==> config.mk <==
export PLATFORM = sky130hd
export DESIGN_NAME = bc1_block_decoder
export DESIGN_NICKNAME = d
export VERILOG_FILES = /design/src/rtl/bc1_pkg.sv /design/src/rtl/bc1_front.sv /design/src/rtl/bc1_queue.sv /design/src/rtl/bc1_back.sv /design/src/rtl/bc1_block_decoder.sv
export VERILOG_INCLUDE_DIRS = /design/src /design/src/rtl
export SDC_FILE = /design/constraint.sdc
export NUM_CORES = 1
export LEC_CHECK = 0
export CORE_ASPECT_RATIO = 0.5
export CORE_MARGIN = 2
export CORE_UTILIZATION = 55
export CTS_BUF_LIST = sky130_fd_sc_hd__clkbuf_8 sky130_fd_sc_hd__clkbuf_16
export CTS_CLUSTER_DIAMETER = 100
export DETAILED_ROUTE_END_ITERATION = 8
export DONT_BUFFER_PORTS = 1
export PLACE_DENSITY = 0.71
export REMOVE_ABC_BUFFERS = 1
export SYNTH_ARGS = -nofsm -noshare
export SYNTH_HDL_FRONTEND = slang
export SYNTH_SLANG_ARGS = --single-unit
export TNS_END_PERCENT = 10
==> constraint.sdc <==
create_clock -name clk_i -period 13.8 [get_ports clk_i]
set_input_delay 0.69 -clock clk_i [delete_from_list [all_inputs] [get_ports clk_i]]
set_output_delay 0.69 -clock clk_i [all_outputs]
set_load 0.1 [all_outputs]
==> src/rtl/bc1_block_decoder_defines.svh <==
// ----------------------------------------------------------------------------
// BC1 block decoder assertion macros
// Shared concurrent assertion forms, clocked by clk_i and disabled in reset.
// ----------------------------------------------------------------------------
`ifndef BC1_BLOCK_DECODER_DEFINES_SVH
`define BC1_BLOCK_DECODER_DEFINES_SVH

// Same-cycle implication, clocked by clk_i, off while rst_ni is low.
`define BC1_ASSERT_IMPL(lbl, ante, cons, msg) \
  lbl: assert property (@(posedge clk_i) disable iff (!rst_ni) (ante) |-> (cons)) \
    else $error(msg);

// Next-cycle implication, clocked by clk_i, off while rst_ni is low.
`define BC1_ASSERT_NEXT(lbl, ante, cons, msg) \
  lbl: assert property (@(posedge clk_i) disable iff (!rst_ni) (ante) |=> (cons)) \
    else $error(msg);

`endif

==> src/rtl/bc1_pkg.sv <==
// ----------------------------------------------------------------------------
// BC1 decoder package
// Shared types, constants and channel expansion helpers.
// ----------------------------------------------------------------------------
package bc1_pkg;

  localparam int unsigned PixelsPerBlock = 16;

  localparam logic [7:0] AlphaOpaque = 8'hFF;

  // Expansion v*255/31 and v*255/63 as a multiply by a rounded-up reciprocal.
  localparam int unsigned ExpShift = 20;
  localparam logic [27:0] Exp5Mul  = 28'd8625630;  // 255 * ceil(2^20 / 31)
  localparam logic [27:0] Exp6Mul  = 28'd4244475;  // 255 * ceil(2^20 / 63)

  // Division by three of values below 1024: x * 683 >> 11.
  localparam int unsigned ThirdShift = 11;
  localparam logic [20:0] ThirdMul   = 21'd683;

  // One palette set and its index word, as moved from front to back.
  typedef struct packed {
    logic [3:0][31:0] pal;
    logic [31:0]      idx;
  } bc1_entry_t;

  // Queue status seen by the back end and the top level.
  typedef struct packed {
    logic full;
    logic head_valid;
  } bc1_qstat_t;

  function automatic logic [7:0] expand5(input logic [4:0] v);
    logic [27:0] prod;
    prod = 28'(v) * Exp5Mul;
    return prod[ExpShift +: 8];
  endfunction

  function automatic logic [7:0] expand6(input logic [5:0] v);
    logic [27:0] prod;
    prod = 28'(v) * Exp6Mul;
    return prod[ExpShift +: 8];
  endfunction

  function automatic logic [7:0] third(input logic [9:0] x);
    logic [20:0] prod;
    prod = 21'(x) * ThirdMul;
    return prod[ThirdShift +: 8];
  endfunction

endpackage

==> src/rtl/bc1_front.sv <==
// ----------------------------------------------------------------------------
// BC1 front end
// Accepts blocks, expands the endpoints and builds the four-entry palette.
// ----------------------------------------------------------------------------
module bc1_front (
  input  logic                clk_i,
  input  logic                rst_ni,
  input  logic [63:0]         block_bits_i,
  input  logic                block_valid_i,
  output logic                block_ready_o,
  output logic                push_valid_o,
  output bc1_pkg::bc1_entry_t push_entry_o,
  input  logic                push_ready_i
);
  import bc1_pkg::*;

  typedef struct packed {
    logic        four_color;
    logic [7:0]  r0;
    logic [7:0]  g0;
    logic [7:0]  b0;
    logic [7:0]  r1;
    logic [7:0]  g1;
    logic [7:0]  b1;
    logic [31:0] idx;
  } stage_t;

  logic   st_valid_q, st_valid_d;
  stage_t st_q, st_d;
  logic   accept;

  logic [15:0] c0, c1;
  assign c0 = block_bits_i[15:0];
  assign c1 = block_bits_i[31:16];

  assign block_ready_o = !st_valid_q || push_ready_i;
  assign accept        = block_valid_i && block_ready_o;

  always_comb begin
    st_d.four_color = (c0 > c1);
    st_d.r0  = expand5(c0[15:11]);
    st_d.g0  = expand6(c0[10:5]);
    st_d.b0  = expand5(c0[4:0]);
    st_d.r1  = expand5(c1[15:11]);
    st_d.g1  = expand6(c1[10:5]);
    st_d.b1  = expand5(c1[4:0]);
    st_d.idx = block_bits_i[63:32];
  end

  always_comb begin
    st_valid_d = st_valid_q;
    if (accept) begin
      st_valid_d = 1'b1;
    end else if (push_ready_i) begin
      st_valid_d = 1'b0;
    end
  end

  always_ff @(posedge clk_i or negedge rst_ni) begin
    if (!rst_ni) begin
      st_valid_q <= 1'b0;
    end else begin
      st_valid_q <= st_valid_d;
    end
  end

  always_ff @(posedge clk_i) begin
    if (accept) begin
      st_q <= st_d;
    end
  end

  // Palette: endpoints, then thirds or midpoint plus transparent black.
  logic [9:0] r_a2b, g_a2b, b_a2b, r_ab2, g_ab2, b_ab2;
  logic [8:0] r_sum, g_sum, b_sum;

  always_comb begin
    r_a2b = {1'b0, st_q.r0, 1'b0} + 10'(st_q.r1);
    g_a2b = {1'b0, st_q.g0, 1'b0} + 10'(st_q.g1);
    b_a2b = {1'b0, st_q.b0, 1'b0} + 10'(st_q.b1);
    r_ab2 = 10'(st_q.r0) + {1'b0, st_q.r1, 1'b0};
    g_ab2 = 10'(st_q.g0) + {1'b0, st_q.g1, 1'b0};
    b_ab2 = 10'(st_q.b0) + {1'b0, st_q.b1, 1'b0};
    r_sum = 9'(st_q.r0) + 9'(st_q.r1);
    g_sum = 9'(st_q.g0) + 9'(st_q.g1);
    b_sum = 9'(st_q.b0) + 9'(st_q.b1);

    push_entry_o.idx    = st_q.idx;
    push_entry_o.pal[0] = {AlphaOpaque, st_q.r0, st_q.g0, st_q.b0};
    push_entry_o.pal[1] = {AlphaOpaque, st_q.r1, st_q.g1, st_q.b1};
    if (st_q.four_color) begin
      push_entry_o.pal[2] = {AlphaOpaque, third(r_a2b), third(g_a2b), third(b_a2b)};
      push_entry_o.pal[3] = {AlphaOpaque, third(r_ab2), third(g_ab2), third(b_ab2)};
    end else begin
      push_entry_o.pal[2] = {AlphaOpaque, r_sum[8:1], g_sum[8:1], b_sum[8:1]};
      push_entry_o.pal[3] = 32'h0000_0000;
    end
  end

  assign push_valid_o = st_valid_q;

endmodule

==> src/rtl/bc1_queue.sv <==
// ----------------------------------------------------------------------------
// BC1 palette queue
// Small FIFO of decoded palettes between the front and back ends.
// ----------------------------------------------------------------------------
module bc1_queue #(
  parameter int unsigned Depth = 2
) (
  input  logic                clk_i,
  input  logic                rst_ni,
  input  logic                push_valid_i,
  input  bc1_pkg::bc1_entry_t push_entry_i,
  output logic                push_ready_o,
  input  logic                pop_i,
  output bc1_pkg::bc1_entry_t head_entry_o,
  output bc1_pkg::bc1_qstat_t stat_o
);
  import bc1_pkg::*;

  localparam int unsigned PtrW = $clog2(Depth);
  localparam int unsigned CntW = $clog2(Depth + 1);

  bc1_entry_t mem [Depth];

  logic [PtrW-1:0] wr_ptr_q, wr_ptr_d, rd_ptr_q, rd_ptr_d;
  logic [CntW-1:0] count_q, count_d;
  logic            push, pop;

  assign stat_o.full       = (count_q == CntW'(Depth));
  assign stat_o.head_valid = (count_q != '0);
  assign push_ready_o      = !stat_o.full;
  assign push              = push_valid_i && !stat_o.full;
  assign pop               = pop_i && stat_o.head_valid;

  always_comb begin
    wr_ptr_d = wr_ptr_q;
    rd_ptr_d = rd_ptr_q;
    count_d  = count_q;
    if (push) begin
      wr_ptr_d = (wr_ptr_q == PtrW'(Depth - 1)) ? '0 : wr_ptr_q + 1'b1;
    end
    if (pop) begin
      rd_ptr_d = (rd_ptr_q == PtrW'(Depth - 1)) ? '0 : rd_ptr_q + 1'b1;
    end
    if (push && !pop) begin
      count_d = count_q + 1'b1;
    end else if (pop && !push) begin
      count_d = count_q - 1'b1;
    end
  end

  always_ff @(posedge clk_i or negedge rst_ni) begin
    if (!rst_ni) begin
      wr_ptr_q <= '0;
      rd_ptr_q <= '0;
      count_q  <= '0;
    end else begin
      wr_ptr_q <= wr_ptr_d;
      rd_ptr_q <= rd_ptr_d;
      count_q  <= count_d;
    end
  end

  always_ff @(posedge clk_i) begin
    if (push) begin
      mem[wr_ptr_q] <= push_entry_i;
    end
  end

  assign head_entry_o = mem[rd_ptr_q];

endmodule

==> src/rtl/bc1_back.sv <==
// ----------------------------------------------------------------------------
// BC1 back end
// Walks the sixteen pixels of the head palette into a registered output.
// ----------------------------------------------------------------------------
module bc1_back (
  input  logic                clk_i,
  input  logic                rst_ni,
  input  bc1_pkg::bc1_entry_t head_entry_i,
  input  bc1_pkg::bc1_qstat_t qstat_i,
  output logic                pop_o,
  output logic                pixel_valid_o,
  input  logic                pixel_ready_i,
  output logic [31:0]         pixel_argb_o,
  output logic [1:0]          pixel_column_o,
  output logic [1:0]          pixel_row_o,
  output logic                last_of_block_o
);
  import bc1_pkg::*;

  localparam int unsigned PixW = $clog2(PixelsPerBlock);

  logic [PixW-1:0] pix_q, pix_d;
  logic            out_valid_q, out_valid_d;
  logic            load, is_last;
  logic [1:0]      sel;

  assign load    = qstat_i.head_valid && (!out_valid_q || pixel_ready_i);
  assign is_last = (pix_q == PixW'(PixelsPerBlock - 1));
  assign pop_o   = load && is_last;
  assign sel     = head_entry_i.idx[{pix_q, 1'b0} +: 2];

  always_comb begin
    pix_d       = pix_q;
    out_valid_d = out_valid_q;
    if (load) begin
      pix_d       = pix_q + 1'b1;
      out_valid_d = 1'b1;
    end else if (pixel_ready_i) begin
      out_valid_d = 1'b0;
    end
  end

  always_ff @(posedge clk_i or negedge rst_ni) begin
    if (!rst_ni) begin
      pix_q       <= '0;
      out_valid_q <= 1'b0;
    end else begin
      pix_q       <= pix_d;
      out_valid_q <= out_valid_d;
    end
  end

  always_ff @(posedge clk_i) begin
    if (load) begin
      pixel_argb_o    <= head_entry_i.pal[sel];
      pixel_column_o  <= pix_q[1:0];
      pixel_row_o     <= pix_q[3:2];
      last_of_block_o <= is_last;
    end
  end

  assign pixel_valid_o = out_valid_q;

endmodule

==> src/rtl/bc1_block_decoder.sv <==
// ----------------------------------------------------------------------------
// BC1 block decoder
// Decompresses 64-bit BC1 texture blocks into sixteen ARGB pixels each.
// ----------------------------------------------------------------------------
// A block transaction carries two RGB565 endpoints and sixteen 2-bit indices;
// the block answers with sixteen pixel transactions in row-major order, each
// with its column and row, the sixteenth marked by last_of_block_o. The pixel
// port delivers one pixel per cycle while the consumer is ready, a rate set
// by the single output register in the back end. A block is registered in
// the front stage on acceptance, its palette is then written into the queue,
// and its first pixel is loaded into the back end's output register once that
// palette heads the queue; a full queue or a stalled consumer can hold either
// step. The queue of QueueDepth palettes lets new blocks be taken while
// earlier pixels are still being delivered or held by a stalled consumer.
`include "bc1_block_decoder_defines.svh"

module bc1_block_decoder #(
  parameter int unsigned QueueDepth = 2
) (
  input  logic        clk_i,
  input  logic        rst_ni,
  input  logic [63:0] block_bits_i,
  input  logic        block_valid_i,
  output logic        block_ready_o,
  output logic        pixel_valid_o,
  input  logic        pixel_ready_i,
  output logic [31:0] pixel_argb_o,
  output logic [1:0]  pixel_column_o,
  output logic [1:0]  pixel_row_o,
  output logic        last_of_block_o
);
  import bc1_pkg::*;

  // Front to queue: one palette set per block.
  logic       push_valid, push_ready, pop;
  bc1_entry_t push_entry, head_entry;
  bc1_qstat_t qstat;

  // The front end expands endpoints and interpolates the palette.
  bc1_front u_front (
    .clk_i         (clk_i),
    .rst_ni        (rst_ni),
    .block_bits_i  (block_bits_i),
    .block_valid_i (block_valid_i),
    .block_ready_o (block_ready_o),
    .push_valid_o  (push_valid),
    .push_entry_o  (push_entry),
    .push_ready_i  (push_ready)
  );

  // The queue decouples palette building from pixel delivery.
  bc1_queue #(
    .Depth (QueueDepth)
  ) u_queue (
    .clk_i        (clk_i),
    .rst_ni       (rst_ni),
    .push_valid_i (push_valid),
    .push_entry_i (push_entry),
    .push_ready_o (push_ready),
    .pop_i        (pop),
    .head_entry_o (head_entry),
    .stat_o       (qstat)
  );

  // The back end walks the indices and pops the palette after pixel fifteen.
  bc1_back u_back (
    .clk_i           (clk_i),
    .rst_ni          (rst_ni),
    .head_entry_i    (head_entry),
    .qstat_i         (qstat),
    .pop_o           (pop),
    .pixel_valid_o   (pixel_valid_o),
    .pixel_ready_i   (pixel_ready_i),
    .pixel_argb_o    (pixel_argb_o),
    .pixel_column_o  (pixel_column_o),
    .pixel_row_o     (pixel_row_o),
    .last_of_block_o (last_of_block_o)
  );

  // The last pixel of a block always sits in the bottom-right corner.
  `BC1_ASSERT_IMPL(a_last_corner, pixel_valid_o && last_of_block_o,
                   pixel_column_o == 2'd3 && pixel_row_o == 2'd3,
                   "last pixel is not at column 3, row 3")

  // Only the transparent palette entry has a non-opaque alpha, and it is zero.
  `BC1_ASSERT_IMPL(a_alpha_form, pixel_valid_o && pixel_argb_o[31:24] != AlphaOpaque,
                   pixel_argb_o == 32'h0000_0000,
                   "non-opaque pixel is not transparent black")

  // With a palette waiting and the consumer ready, pixels follow each other without gaps.
  `BC1_ASSERT_NEXT(a_no_bubble, pixel_valid_o && pixel_ready_i && qstat.head_valid,
                   pixel_valid_o,
                   "pixel output idled while a palette was queued")

  // A palette is popped only at the end of its sixteen pixels.
  `BC1_ASSERT_NEXT(a_pop_last, pop, last_of_block_o && pixel_valid_o,
                   "palette popped without emitting the last pixel")

endmodule

# Yosys cells after proc, flatten, opt, wreduce, memory -nomap -nowiden
# Memories as Yosys holds them, arrays and structs flattened.
# Cells that the tools add are included.
[totals] ff_bits=128 latch_bits=0 ram_bits=288 mem_bits_ro=0 input_bits=68 out_inout_bits=39 word_cells=81 n_memories=1
[classes] n_addsub=14 multipliers=12 div_mod_pow=0 order_cmp=2 eq_ne=3 shift=1 mux=13 n_bitwise=0 n_reduce_logical=17
[memory_table] memory="u_queue.mem" words=2 word_bits=144 rd=1 rd_clocked_by_memory_dff=0 wr=1 line_no="bc1_queue.sv:22" source="bc1_entry_t mem [Depth];"
[ops] cell="$mul A10 B10 Y19 const B" n=6
[ops] cell="$mul A5 B23 Y27 const B" n=4
[ops] cell="$bmux W32 S2" n=1
[ops] cell="$mux W64" n=1
[ops] cell="$mul A6 B23 Y28 const B" n=2
[ops] cell="$mux W32" n=1
[ops] cell="$shiftx A32 B6 Y2" n=1
[ops] cell="$add A8 B9 Y10" n=3
[ops] cell="$add A9 B8 Y10" n=3
[ops] cell="$add A8 B8 Y9" n=3
[ops] cell="$gt A16 B16 Y1" n=1
[ops] cell="$mux W1" n=8
[ops] cell="$logic_and A1 B1 Y1" n=7
[ops] cell="$reduce_bool A2 Y1" n=3
[ops] cell="$logic_not A1 Y1" n=5
[ops] cell="$add A4 B1 Y4 const B" n=1
[ops] cell="$eq A4 B4 Y1 const B" n=1
[ops] cell="$mux W2" n=2
[ops] cell="$lt A2 B3 Y1 const B" n=1
[ops] cell="$add A1 B1 Y1 const B" n=2
[ops] cell="$add A2 B1 Y2 const B" n=1
[ops] cell="$eq A2 B2 Y1 const B" n=1
[ops] cell="$logic_or A1 B1 Y1" n=2
[ops] cell="$ne A2 B2 Y1 const B" n=1
[ops] cell="$sub A2 B1 Y2 const B" n=1

# Longest topological paths before layout
# Gate-level depths: netlist of run 1.
[depth] ltp_word=8 depth_mapped=27

# Cells and area by module
# From an unflattened synthesis of run 1, not the netlist that was laid out.
[hier_totals] cells_unflattened=3153 area_unflattened_um2=37882.6
[modules_own_cells] mod="bc1_front" instances=1 cells_each=2360 area_each_um2=22892.0 seq_area_each_um2=2457.4
[modules_own_cells] mod="bc1_queue" instances=1 cells_each=517 area_each_um2=12105.4 seq_area_each_um2=9709.3
[modules_own_cells] mod="bc1_back" instances=1 cells_each=276 area_each_um2=2885.3 seq_area_each_um2=1236.2

# Least setup slack after synthesis of run 1
# No wires, ideal clock.
[synth_path] path_kind="register to register" startpoint="register u_queue.count_q[0]" endpoint="memory u_queue.mem[0][0] in the netlist's numbering, enable pin" arrival_time_ns=5.978 t_required_ns=13.181 path_slack_ns=7.204 stages_incl_launch_ff=4 period_less_slack_ns=6.596 path_cell_list="dfrtp_1 -> nand2b_1 -> nand2_1 -> nor2_1"
[synth_between] elab_chain_cells=5
[synth_lines] item="from (decl)" line_no="bc1_queue.sv:25" source="logic [CntW-1:0] count_q, count_d;"
[synth_lines] item="from (signal assigned)" line_no="bc1_queue.sv:59" source="count_q <= count_d;"
[synth_lines] item="$eq A2 B2 Y1" line_no="bc1_queue.sv:28" source="assign stat_o.full = (count_q == CntW'(Depth));"
[synth_lines] item="$logic_not A1 Y1" line_no="bc1_queue.sv:31" source="assign push = push_valid_i && !stat_o.full;"
[synth_lines] item="$logic_and A1 B1 Y1" line_no="bc1_queue.sv:31"
[synth_lines] item="$mux W1" line_no="bc1_queue.sv:64" source="if (push) begin"
[synth_lines] item="$mux W1 (not written as such)" line_no="bc1_queue.sv:65" source="mem[wr_ptr_q] <= push_entry_i;"
[synth_lines] item="to (decl)" line_no="bc1_queue.sv:22"
# No other way between the ends.

==> metrics.md, run 1 <==
| Metric | Value |
|---|---|
| DR pass1 iterations | 5 |
| Setup TNS | 0 ps |
| Post-synthesis cell type count | 61 |
| Gr usage total | 23.4% |
| Clk_skew | 27.1 ps |
| CTS root buf | clkbuf_16 |
| Clk Latency, worst-skew pair | 560 ps |
| PortBufs | 0 |
| RSZ-0062 raised after global routing | false |
| Via count | 20900 |
| Max Cap Viol | 0 |
| Most common cell in the netlist | ha_1 |
| Final Hold Fails | 0 |
| Most used DFF post-synth | edfxtp_1 |
| P&R area growth vs syn | 6.74% |
| Initial Utilization | 56.2% |
| Synthesized area per cell | 11.8 sq um |
| WP data arrival | 7600 ps |
| Initial antenna violation count | 0 |
| Max Clock Freq | 138 MHz |
| First DRT Iteration DRCs | 1298 |
| GRT overflow | 0 |
| CP endpoint kind | flop |
| Status | finished clean |
| Max Fanout on Critical Path | 6 |
| Max incr delay on CP | 610 ps |
| Die area | 63200 sq um |
| Post-synthesis instance area | 33600 sq um |
| Share of layout cells above drive strength 1 | 4.25% |
| Largest net degree at the start of global routing | 71 |
| # IOs | 107 |
| Hold Path Class | primary input to flop |
| Top-area cell type share of the netlist area | 33.0% |
| Least-Margin Pin Slew | 1150 ps |
| WS Path Type | flop to flop |
| Post-synth EDFFs | 369 |
| H-tree levels | 2 |
| Yosys warning total | 0 |
| Final nets | 3805 |
| First-pass GRT wire length | 116000 um |
| CTS resizes | 0 |
| Vias in the first global route | 21900 |
| Syn Inst Count | 2850 |
| Std-Cell Rows | 63 |
| Final period utilization | 52.3% |
| CTS Sinks | 379 |
| CTS clk-pin slew, worst paths | 70 ps |
| Commonest cells in the netlist | ha_1, inv_1, edfxtp_1 |
| Worst hold slack | 220 ps |
| Cts bufs inserted | 38 |
| Relative slew slack | 23.4% |
| Biggest area consumer among synthesized cells | edfxtp_1 |
| Fraction of registers with async set/reset | 2.64% |
| GP Congestion | 0.899 |
| Critical path launch point type | flop |
| Final setup viols | 0 |
| Final WL | 70700 um |
| Wire length per cell | 19.1 um |
| Slowest-stage cell, CP | a2111oi_0 |
| CTS tree | done |
| Dominant cells by area after synthesis | edfxtp_1, ha_1, fa_1 |
| Worst Path Required | 14180 ps |
| Sequential-to-total area share from yosys stat | 33.7% |
| Via density per instance | 5.63 |
| Crit path time final | 7220 ps |
| DP HPWL | 55400 um |
| Register bit total from synthesis | 379 |
| Die Y | 179 um |
| Max Transition Viols Final | 0 |
| Detail Route Antenna Nets | 0 |
| DR DRC count | 0 |
| Clock buffer depth | 3 |
| Total core area | 59800 sq um |
| Die W | 354 um |
[stage by stage]
step / area, sq um / setup WS, ps / utilization, % / std cells
2_1_floorplan: 33400 / 3740 / - / 2808
3_3_place_gp: 34600 / 6670 / 57.8 / 3638
3_5_place_dp: 34600 / 6570 / 57.8 / 3638
4_1_cts: 35900 / 6540 / 59.9 / 3709
5_1_grt: 35900 / 5910 / 59.9 / 3709
6_report: 35900 / 6580 / 60.0 / 3710
[worst max-delay path: cells and delay by family (launching register included)]
family,cells,cell delay (ps)
AOI/OAI and AO/OA,13,2830
DFF,1,500
buffers and inverters,3,230
adders and majority gates,7,2810
xor gates and xnor gates,1,410
and+or+nand+nor,1,250
[cells by family after synthesis]
| kind of cell | Yosys count | synth area share, % |
|---|---|---|
| and+or+nand+nor | 361 | 5.08 |
| DFF | 379 | 33.7 |
| adders and majority gates | 870 | 37.5 |
| xor gates and xnor gates | 177 | 4.61 |
| AOI/OAI and AO/OA | 421 | 8.58 |
| buffers and inverters | 516 | 6.04 |
| muxes | 126 | 4.51 |
[per-layer routing]
| metal | vias up | global-route usage, % | part of all wire, % | wire [um] |
|---|---|---|---|---|
| met4 | 0 | 4.36 | 1.7 | 1170 |
| met2 | 435 | 39.7 | 47 | 33000 |
| met3 | 85 | 3.35 | 4.9 | 3440 |
| met1 | 10300 | 32.4 | 47 | 33100 |
| li1 | 10100 | - | - | - |
| met5 | - | 0 | 0 | 0 |
[final timing paths]
check | start | endpoint | slack, ps | cells past startpoint
hold reg to reg | u_front.push_entry_o[2]$_DFFE_PP_ | u_queue.mem[0][2]$_DFFE_PP_ | 450 | 0
setup / recovery | u_front.push_entry_o[42]$_DFFE_PP_ | u_queue.mem[1][127]$_DFFE_PP_ | 6580 | 25
setup reg to reg | u_front.push_entry_o[42]$_DFFE_PP_ | u_queue.mem[1][127]$_DFFE_PP_ | 6580 | 25
min in group asynchronous | rst_ni | u_back.pix_q[0]$_DFFE_PN0P_ | 550 | 1
max in group asynchronous | rst_ni | u_back.pix_q[3]$_DFFE_PN0P_ | 12900 | 1
hold / removal | block_bits_i[58] | u_front.push_entry_o[26]$_DFFE_PP_ | 220 | 0
[layout make-up]
| class | count | area [sq um] |
|---|---|---|
| clock inverter | 29 | 262 |
| clock buffer | 41 | 1000 |
| antenna | 1 | 2.50 |
| inverter | 474 | 1780 |
| sequential | 379 | 11300 |
| fill | 4766 | 24000 |
| timing repair buffer | 19 | 185 |
| tap | 812 | 1020 |
| multi-input combinational | 1955 | 20300 |
[timing repair]
action                                  in CTS  in global routing
endpoints found under the setup margin       0                  0
hold endpoints to repair                    10                  0
hold buffers                                 1                  0
buffers inserted                             0                  0
[placed cells by master (no fill, tap or decap), types with 50 or more instances in the layout]
cell / Yosys / layout
xor2_1: 50 / 50
nor2_1: 133 / 131
edfxtp_1: 369 / 369
ha_1: 643 / 643
nand2_1: 73 / 73
mux2i_1: 104 / 103
xnor2_1: 127 / 127
inv_1: 473 / 479
a21oi_1: 103 / 102
o21ai_0: 57 / 57
a21o_1: 64 / 64
fa_1: 227 / 227
[sequential cells by signal (all words and copies together) (netlist names)]
name and flops:
u_queue.mem 258, u_front.push_entry_o 80, u_back.pixel_argb_o 25, u_back.pix_q 4
u_back.pixel_column_o 2, u_back.pixel_row_o 2, u_queue.count_q 2, u_back.last_of_block_o 1
u_back.pixel_valid_o 1, u_front.push_valid_o 1, u_front.st_q 1, u_queue.rd_ptr_q 1
u_queue.wr_ptr_q 1
Power of run 1 is not shown: default switching activity piles up to over one toggle a cycle in this logic, so the estimate is an artifact.
==> inputs of run 2 (changes only) <==
PLACE_DENSITY = 0.74   (was 0.71)
clock period = 6.05 ns   (was 13.8 ns; I/O delays follow)
==> run 2 against run 1 <==
Net effect:
- the run now ends with setup timing left
- highest routed layer unchanged
- first-iteration DRC count grew 3.7%
- fmax grew 18%
- via count grew 7.0%
==> metrics.md, run 2 (synthesized netlist as in run 1, its figures left out) <==
| Metric | Value |
|---|---|
| Status | finished with violations |
| Failing checks | setup timing |
| WS Path Type | flop to flop |
| Initial Utilization | 56.2% (unchanged) |
| DP HPWL | 57700 um (+4.3%) |
| Final nets | 4078 (+7.2%) |
| # IOs | 107 (unchanged) |
| Initial antenna violation count | 0 (unchanged) |
| Via density per instance | 5.61 (-0.28%) |
| Final period utilization | 101% (+49 points) |
| H-tree levels | 2 (unchanged) |
| Gr usage total | 24.8% (+1.4 points) |
| Total core area | 59800 sq um (unchanged) |
| Worst Hold Path Cells | 2 (+2) |
| Max Transition Viols Final | 0 (unchanged) |
| RSZ-0062 raised after global routing | true |
| Die area | 63200 sq um (unchanged) |
| Crit path time final | 6100 ps (-1120 ps) |
| Max Fanout on Critical Path | 3 (-3) |
| PortBufs | 0 (unchanged) |
| Relative slew slack | 25.5% (+2.1 points) |
| Least-Margin Pin Slew | 1110 ps (-31.2 ps) |
| First-pass GRT wire length | 123000 um (+6.2%) |
| Clock buffer depth | 3 (unchanged) |
| Worst Path Required | 6320 ps (-7860 ps) |
| Max Cap Viol | 0 (unchanged) |
| CTS Sinks | 379 (unchanged) |
| Max FFs per register | 258 (unchanged) |
| Die W | 354 um (unchanged) |
| Max incr delay on CP | 540 ps (-70 ps) |
| First DRT Iteration DRCs | 1346 (+3.7%) |
| Slowest-stage cell, CP | fa_1 |
| Share of layout cells above drive strength 1 | 15.7% (+11 points) |
| CTS clk-pin slew, worst paths | 60 ps (about the same) |
| Setup TNS | -282 ps (-282 ps) |
| GP Congestion | 0.916 (+2.0%) |
| # fillers | 4427 (-7.1%) |
| CP top delay family | adder cells |
| P&R area growth vs syn | 16.3% |
| Max Clock Freq | 164 MHz (+18%) |
| Largest reg by FF count | u_queue.mem |
| CTS tree | done |
| Wire length per cell | 19.5 um (+2.3%) |
| GRT overflow | 0 (unchanged) |
| Clk_skew | 17.2 ps (-9.87 ps) |
| Most frequent cells in the layout | ha_1, inv_1, edfxtp_1 |
| WP depth | 29 (+16%) |
| CP endpoint kind | flop |
| Detail Route Antenna Nets | 0 (unchanged) |
| Hold Path Class | primary input to flop |
| Cts bufs inserted | 38 (unchanged) |
| Worst hold slack | 21.2 ps (-199 ps) |
| Std-Cell Rows | 63 (unchanged) |
| DR DRC count | 0 (unchanged) |
| Critical path launch point type | flop |
| Die Y | 179 um (unchanged) |
| Final Hold Fails | 0 (unchanged) |
| Cell mode on critical path | inv_2 |
| Via count | 22300 (+7.0%) |
| Final setup viols | 6 (+6) |
| R2R depth | 29 (+16%) |
| Ant diodes | 0 (-1) |
| WP data arrival | 6370 ps (-1230 ps) |
| Vias in the first global route | 23700 (+8.0%) |
| Clk Latency, worst-skew pair | 560 ps (about the same) |
| Smallest setup slack after layout | -52.3 ps (-6630 ps) |
| DR pass1 iterations | 5 (unchanged) |
| CTS root buf | clkbuf_16 |
| Most common cell after layout, fill and taps aside | ha_1 |
| Buf/Inv on CP | 8 (+5) |
| Final WL | 77700 um (+9.8%) |
| Largest net degree at the start of global routing | 130 (+83%) |
## run 2: cell count changes in the layout (fill, tap and decap cells not counted), sizes merged
cell | before | now
buf | 18 | 233
dlygate4sd3 | 1 | 59
inv | 483 | 482
bufinv | 3 | 1
diode | 1 | 0
clkinvlp | 4 | 6
## run 2: per-layer routing
layer	GRT usage [%]	vias to the layer above	routed length (um)
met2	43.0	536	37700
met1	33.0	11100	34200
met4	6.13	0	1840
met3	3.59	122	3830
met5	0	-	0
li1	-	10600	-
## run 2: layout make-up
type                    count  area [sq um]  share of cell area, %
inverters                 474          1780                   4.55
flip-flops and latches    379         11300                   29.0
multi-input cells        1955         21300                   54.5
repair buffers            292          2430                   6.22
clock inverters            28           206                  0.528
clock buffers              41          1000                   2.57
well taps                 812          1020                   2.60
## run 2: path summary, 6_finish.rpt
path	start	end	slack, ps
min	block_bits_i[28]	u_front.push_entry_o[85]$_DFFE_PP_	20
max	u_front.push_entry_o[41]$_DFFE_PP_	u_queue.mem[0][91]$_DFFE_PP_	-50
min reg2reg	u_front.push_entry_o[0]$_DFFE_PP_	u_queue.mem[1][0]$_DFFE_PP_	450
max in group asynchronous	rst_ni	u_back.pixel_valid_o$_DFFE_PN0P_	5560
min in group asynchronous	rst_ni	u_back.pix_q[1]$_DFFE_PN0P_	140
max reg2reg	u_front.push_entry_o[41]$_DFFE_PP_	u_queue.mem[0][91]$_DFFE_PP_	-50
## run 2: timing repair
item | in CTS | in global routing
buffers inserted | 24 | 14
hold buffers | 59 | 0
endpoints found under the hold margin | 67 | 0
endpoints found under the setup margin | 74 | 86
pin swaps | 85 | 91
resized for setup | 78 | 111
## run 2: stage by stage
stage          std cells  util (%)  worst slack [ps]  instance area, sq um
3_5_place_dp        3817      60.1              -467                 36000
2_1_floorplan       2808         -             -4010                 33400
5_1_grt             3981      65.3              -285                 39100
6_report            3981      65.3             -52.3                 39100
3_3_place_gp        3817      60.1              -259                 36000
4_1_cts             3968      64.1             -14.7                 38400
Power of run 2 is left out for the same reason.
